File: config.mk
export PLATFORM = sky130hd
export DESIGN_NAME = pch_ctrl
export DESIGN_NICKNAME = d
export VERILOG_FILES = /design/src/sv/pch_pkg.sv /design/src/sv/pch_ctrl.sv
export VERILOG_INCLUDE_DIRS = /design/src /design/src/sv
export SDC_FILE = /design/constraint.sdc
export NUM_CORES = 1
export LEC_CHECK = 0
export ABC_AREA = 0
export BUFFER_PORTS_ARGS = -buffer_cell sky130_fd_sc_hd__buf_2
export CAP_MARGIN = 20
export CORE_MARGIN = 3
export CORE_UTILIZATION = 35
export DETAILED_ROUTE_END_ITERATION = 10
export HOLD_SLACK_MARGIN = 0.02
export SETUP_SLACK_MARGIN = 0.5
export SLEW_MARGIN = 20
export SYNTH_ARGS = -nofsm -noshare
export SYNTH_HDL_FRONTEND = slang
export SYNTH_SLANG_ARGS = --single-unit
File: constraint.sdc
create_clock -name aclk -period 3.3 [get_ports aclk]
set_input_delay 0.33 -clock aclk [delete_from_list [all_inputs] [get_ports aclk]]
set_output_delay 0.33 -clock aclk [all_outputs]
set_load 0.02 [all_outputs]
File: src/sv/prefix_cache_hit_checksum_unit_macros.svh
// assertion macros for the prefix cache hit checksum unit
`ifndef PREFIX_CACHE_HIT_CHECKSUM_UNIT_MACROS_SVH
`define PREFIX_CACHE_HIT_CHECKSUM_UNIT_MACROS_SVH
// implication checked every clock outside reset
`define PCH_ASSERT_IMP(label, clk, rstn, ante, cons, msg) \
    label: assert property (@(posedge clk) disable iff (!rstn) (ante) |-> (cons)) \
        else $error(msg);
// next-cycle implication checked outside reset
`define PCH_ASSERT_NXT(label, clk, rstn, ante, cons, msg) \
    label: assert property (@(posedge clk) disable iff (!rstn) (ante) |=> (cons)) \
        else $error(msg);
`endif

File: src/sv/pch_pkg.sv
// shared types and constants of the prefix cache hit checksum unit
package pch_pkg;
    localparam logic [1:0] CMD_INSERT = 2'd0;
    localparam logic [1:0] CMD_BLOCK  = 2'd1;
    localparam logic [1:0] CMD_EMPTY  = 2'd2;
    localparam logic [1:0] CMD_FINISH = 2'd3;
    localparam logic [1:0] KIND_PREFIX = 2'd0;
    localparam logic [1:0] KIND_CSUM   = 2'd1;
    localparam logic [1:0] KIND_DROP   = 2'd2;
    localparam logic [63:0] FNV_PRIME = 64'd1099511628211;
    localparam logic [63:0] FNV_BASIS = 64'd1469598103934665603;
    localparam logic [31:0] MIX_C1 = 32'h7feb352d;
    localparam logic [31:0] MIX_C2 = 32'h846ca68b;

    typedef enum logic [3:0] {
        ST_CLEAR, ST_IDLE, ST_MIX1, ST_MIX2, ST_MIX3, ST_MOD, ST_READ, ST_PROBE,
        ST_HASH1, ST_HASH2, ST_OUT
    } state_t;

    // controller to datapath
    typedef struct packed {
        logic load;       // capture input item
        logic clr_start;  // begin clearing sweep
        logic mix1;
        logic mix2;
        logic mix3;       // final mix and quotient estimate
        logic set_home;   // home slot ready
        logic step;       // advance probe
        logic ins_wr;     // write key into probed slot
        logic hit;        // record lookup hit
        logic miss;       // record lookup miss
        logic hash1;
        logic hash2;
        logic set_out;    // load result register
        logic [1:0] out_kind;
        logic fin_clear;  // reset hash and request state
    } pch_cmd_t;

    // datapath to controller
    typedef struct packed {
        logic [1:0] cmd;
        logic last;
        logic occ;        // probed slot occupied
        logic match;      // probed key equals item key
        logic probe_done; // all slots visited
        logic clr_done;
        logic still;
        logic out_busy;
    } pch_sts_t;
endpackage

File: src/sv/pch_ctrl.sv
// controller state machine of the prefix cache hit checksum unit
`include "prefix_cache_hit_checksum_unit_macros.svh"
module pch_ctrl (
    input  logic              aclk,
    input  logic              aresetn,
    input  logic              in_valid,
    output logic              in_ready,
    input  pch_pkg::pch_sts_t sts_i,
    output pch_pkg::pch_cmd_t cmd_o
);
    import pch_pkg::*;
    state_t state_reg, state_next;

    // state register
    always_ff @(posedge aclk) begin
        if (!aresetn) state_reg <= ST_CLEAR;
        else          state_reg <= state_next;
    end

    // next state and commands
    always_comb begin
        state_next = state_reg;
        cmd_o = '0;
        in_ready = 1'b0;
        case (state_reg)
            ST_CLEAR: if (sts_i.clr_done) state_next = ST_IDLE;
            ST_IDLE: begin
                in_ready = 1'b1;
                if (in_valid) begin
                    cmd_o.load = 1'b1;
                    state_next = ST_MIX1;
                end
            end
            ST_MIX1: begin
                case (sts_i.cmd)
                    CMD_EMPTY: begin
                        cmd_o.hash1 = 1'b1;
                        state_next = ST_HASH2;
                    end
                    CMD_FINISH: state_next = ST_OUT;
                    CMD_BLOCK: begin
                        if (sts_i.still) begin
                            cmd_o.mix1 = 1'b1;
                            state_next = ST_MIX2;
                        end else if (sts_i.last) begin
                            cmd_o.hash1 = 1'b1;
                            state_next = ST_HASH2;
                        end else begin
                            state_next = ST_IDLE;
                        end
                    end
                    default: begin
                        cmd_o.mix1 = 1'b1;
                        state_next = ST_MIX2;
                    end
                endcase
            end
            ST_MIX2: begin
                cmd_o.mix2 = 1'b1;
                state_next = ST_MIX3;
            end
            ST_MIX3: begin
                cmd_o.mix3 = 1'b1;
                state_next = ST_MOD;
            end
            ST_MOD: begin
                cmd_o.set_home = 1'b1;
                state_next = ST_READ;
            end
            ST_READ: state_next = ST_PROBE;
            ST_PROBE: begin
                if (sts_i.probe_done) begin
                    if (sts_i.cmd == CMD_INSERT) begin
                        state_next = ST_OUT;
                    end else begin
                        cmd_o.miss = 1'b1;
                        state_next = ST_HASH1;
                    end
                end else if (!sts_i.occ) begin
                    if (sts_i.cmd == CMD_INSERT) begin
                        cmd_o.ins_wr = 1'b1;
                        state_next = ST_IDLE;
                    end else begin
                        cmd_o.miss = 1'b1;
                        state_next = ST_HASH1;
                    end
                end else if (sts_i.match) begin
                    if (sts_i.cmd == CMD_INSERT) state_next = ST_IDLE;
                    else begin
                        cmd_o.hit = 1'b1;
                        state_next = ST_HASH1;
                    end
                end else begin
                    cmd_o.step = 1'b1;
                    state_next = ST_READ;
                end
            end
            ST_HASH1: begin
                if (sts_i.last) begin
                    cmd_o.hash1 = 1'b1;
                    state_next = ST_HASH2;
                end else begin
                    state_next = ST_IDLE;
                end
            end
            ST_HASH2: state_next = ST_OUT;
            ST_OUT: begin
                if (!sts_i.out_busy) begin
                    cmd_o.set_out = 1'b1;
                    case (sts_i.cmd)
                        CMD_INSERT: cmd_o.out_kind = KIND_DROP;
                        CMD_FINISH: cmd_o.out_kind = KIND_CSUM;
                        default:    cmd_o.out_kind = KIND_PREFIX;
                    endcase
                    if (sts_i.cmd == CMD_FINISH) begin
                        cmd_o.fin_clear = 1'b1;
                        cmd_o.clr_start = 1'b1;
                        state_next = ST_CLEAR;
                    end else if (sts_i.cmd == CMD_INSERT) begin
                        state_next = ST_IDLE;
                    end else begin
                        cmd_o.hash2 = 1'b1;
                        state_next = ST_IDLE;
                    end
                end
            end
            default: state_next = ST_CLEAR;
        endcase
    end

    `PCH_ASSERT_IMP(a_ready_idle, aclk, aresetn, in_ready, state_reg == ST_IDLE, "ready outside idle")
    `PCH_ASSERT_IMP(a_no_wr_clear, aclk, aresetn, state_reg == ST_CLEAR, !cmd_o.ins_wr, "insert in clear")
    `PCH_ASSERT_NXT(a_load_mix, aclk, aresetn, cmd_o.load, state_reg == ST_MIX1, "load without decode")
endmodule

==> results by group <==
STA
  • Final Hold Vio Count: 0
  • Post-route setup TNS: 0 ps
  • Endpoints failing setup: 0
  • RSZ-0062 raised after global routing: no
  • Max Freq: 463 MHz
  • Fin. max-slew vios: 0
  • Final hold slack: 369 ps
  • Fin crit share: 65.5%
  • Clock Skew: 4.01 ps
  • Worst rel slew slack: between 60 and 70%
  • Least-Margin Pin Slew: 464 ps
  • Period minus WS final: about 2200 ps

Global route
  • Gr ovfl total: 0
  • Vias in the first global route: 625
  • Total GRT Usage: 14.6%
  • First-pass GRT wire length: 2820 um
  • Largest net degree at the start of global routing: 15
  • Initial antenna violation count: 0

Synth
  • Synth Instances: 88
  • Syn Std Cell Area: roughly 660 um2
  • Synth Register Bits: 4
  • Post-synth top area share: 12.2%
  • Sequential-to-total area share from yosys stat: 12.2%
  • Async SR Flop Fraction: 0%
  • Post-synth top area cell: dfxtp_1
  • Syn avg cell area: 7.45 um2
  • Yosys warning count: 0
  • Synth unique cells: 43
  • Most frequent cell after synthesis: nor2_1
  • Leading post-synthesis cells by cell area: dfxtp_1, ha_1, nand2b_1
  • Post-synth top cells: nor2_1, nand2b_1, nand2_1
  • Ys flop type: dfxtp_1
  • Post-synth EDFFs: 0
  • Mapped Nets: 105

Cells and area
  • N_diodes: 0
  • Non-Filler Instances: 137
  • Fill cells: around 190
  • Post-Route Utilization: between 40% and 50%
  • Area Overhead vs Synth: 21.8%
  • Share of layout cells above drive strength 1: 34.8%
  • Max reg flops: 4
  • Fin nets: 131

Setup path
  • Crit Path Class: reg2out
  • Startpoint Class: flip-flop
  • Worst r2r path cells: 4
  • R2R Setup Slk: 1700 ps
  • Critical Path RT: 2970 ps
  • Worst Path Max Fanout: 14
  • Reg-to-Reg End: state_reg[3]
  • Worst Setup SP: state_reg[1]
  • FF-to-FF Start: state_reg[1]
  • Arr. time, crit path: between 1500 and 2000 ps
  • Critical Path Sink: cmd_o[5]
  • CP Capture Type: primary output

Power and ir drop
  • Maximum VDD drop: roughly 0.00024 V
  • Total Power: between 0.0003 and 0.0004 W
  • Leakage: 0.367 nW
  • PwrDens: 491 nW/um2

Routing
  • Vias per cell: between 5 and 6
  • Total wire length: 1750 um
  • First drt pass iteration count: 4
  • Initial drt markers: 32
  • DR vias: 721
  • Residual DRC count: 0
  • Antenna-violating nets left: 0
  • Routed length per instance: 12.7 um

CTS
  • Register clock-pin slew on the reported worst setup and hold paths: 40 ps
  • TritonCTS clock tree: built
  • Post-cts hold buffer count: 0
  • H-tree depth: 1
  • Clk_lat worst skew: roughly 240 ps
  • Cts repair resizes: 0
  • Clock root cell: clkbuf_4
  • Setup bufs post-CTS: 0
  • Maximum clock insertion buffer count: 2
  • # clock sinks: 4
  • TritonCTS buffer count: 3

Worst hold path
  • Hold depth: 2
  • Min-Delay Path Class: in2reg

Place
  • Final HPWL DP: 1310 um
  • Post-Place Cells: 134
  • GPL Wtd Cong: 0.804
  • Port Buffers: 28

Job
  • Max cap viols: 0

Die
  • Full die area: 2430 um2
  • Die width: 49.3 um
  • Core area: 1750 um2
  • Ports: 29
  • Die Ht: 49.3 um
  • Starting density of the core: 37.6%
  • Row cnt: 15

Status
  • Status: completed
kinds of logic after synthesis:
family | count (synthesis) | synth area share, %
DFF | 4 | 12.2
buffers and inverters | 11 | 10.1
and+or+nand+nor | 50 | 46.6
adders and majority gates | 5 | 9.54
AOI/OAI and AO/OA | 18 | 21.6
worst min path at each step:
stage / from / to / slack (ps)
2_1_floorplan: aresetn / state_reg[3] / 450
3_3_place_gp: aresetn / state_reg[3] / 600
3_5_place_dp: aresetn / state_reg[3] / 600
4_1_cts: aresetn / state_reg[3] / 360
5_1_grt: aresetn / state_reg[3] / 380
6_report: aresetn / state_reg[3] / 370
per-stage QoR:
step / instance area (um2) / worst slack (ps)
floorplan: 656 / 1220
global placement: 776 / 1480
detailed placement: 776 / 1430
CTS: 798 / 1150
global route: 798 / 1000
finish: 798 / 1140
worst max-delay path, cell delays in order, from the launching register on:
cell      delay [ps]
dfxtp_1          590
nand2b_1         210
or3_4            390
o32ai_2          190
buf_2            200
routing by layer:
metal  up-vias  GRT usage [%]  part of all wire, %
met5         -              0                    0
met4         0           7.11                  1.5
met3         4           2.14                  5.4
met2        24           22.5                   46
met1       326           19.5                   47
li1        367              -                    -
power by group:
group,internal [W],switching (W),total [W]
combinational,0.000100,0.000114,0.000214
clock,0.0000408,0.0000212,0.0000619
sequential,0.0000634,0.0000530,0.000116
cell usage in the layout (no fill, tap or decap), drive strengths merged:
cell type and n:
buf 28, nor3 5, or3 1, a21oi 1, and3 1, a21boi 1
o41ai 1, nand2 7, nor4b 2, o21ai 4, nor2b 1, nand3 1
nor4 1, or2 1, nor4bb 1, dfxtp 4, or2b 1, clkbuf 3
nor2 11, ha 5, o32ai 1, o211ai 1, nand4 2, o22ai 3
o31a 1, nand2b 7, nand4bb 1, a221o 1, o21bai 1, o221a 1
o21a 1, inv 4, a311oi 1, and3b 2, and2 4, nand3b 1
final cells by class:
class | count | area, um2 | area share, %
repair buffers | 28 | 140 | 17.6
clock buffers | 3 | 22.5 | 2.82
multi-input cells | 73 | 509 | 63.8
flip-flops and latches | 4 | 80.1 | 10.0
inverters | 4 | 15.0 | 1.88
well taps | 25 | 31.3 | 3.92
No activity file was read; power rests on OpenSTA's default activity.
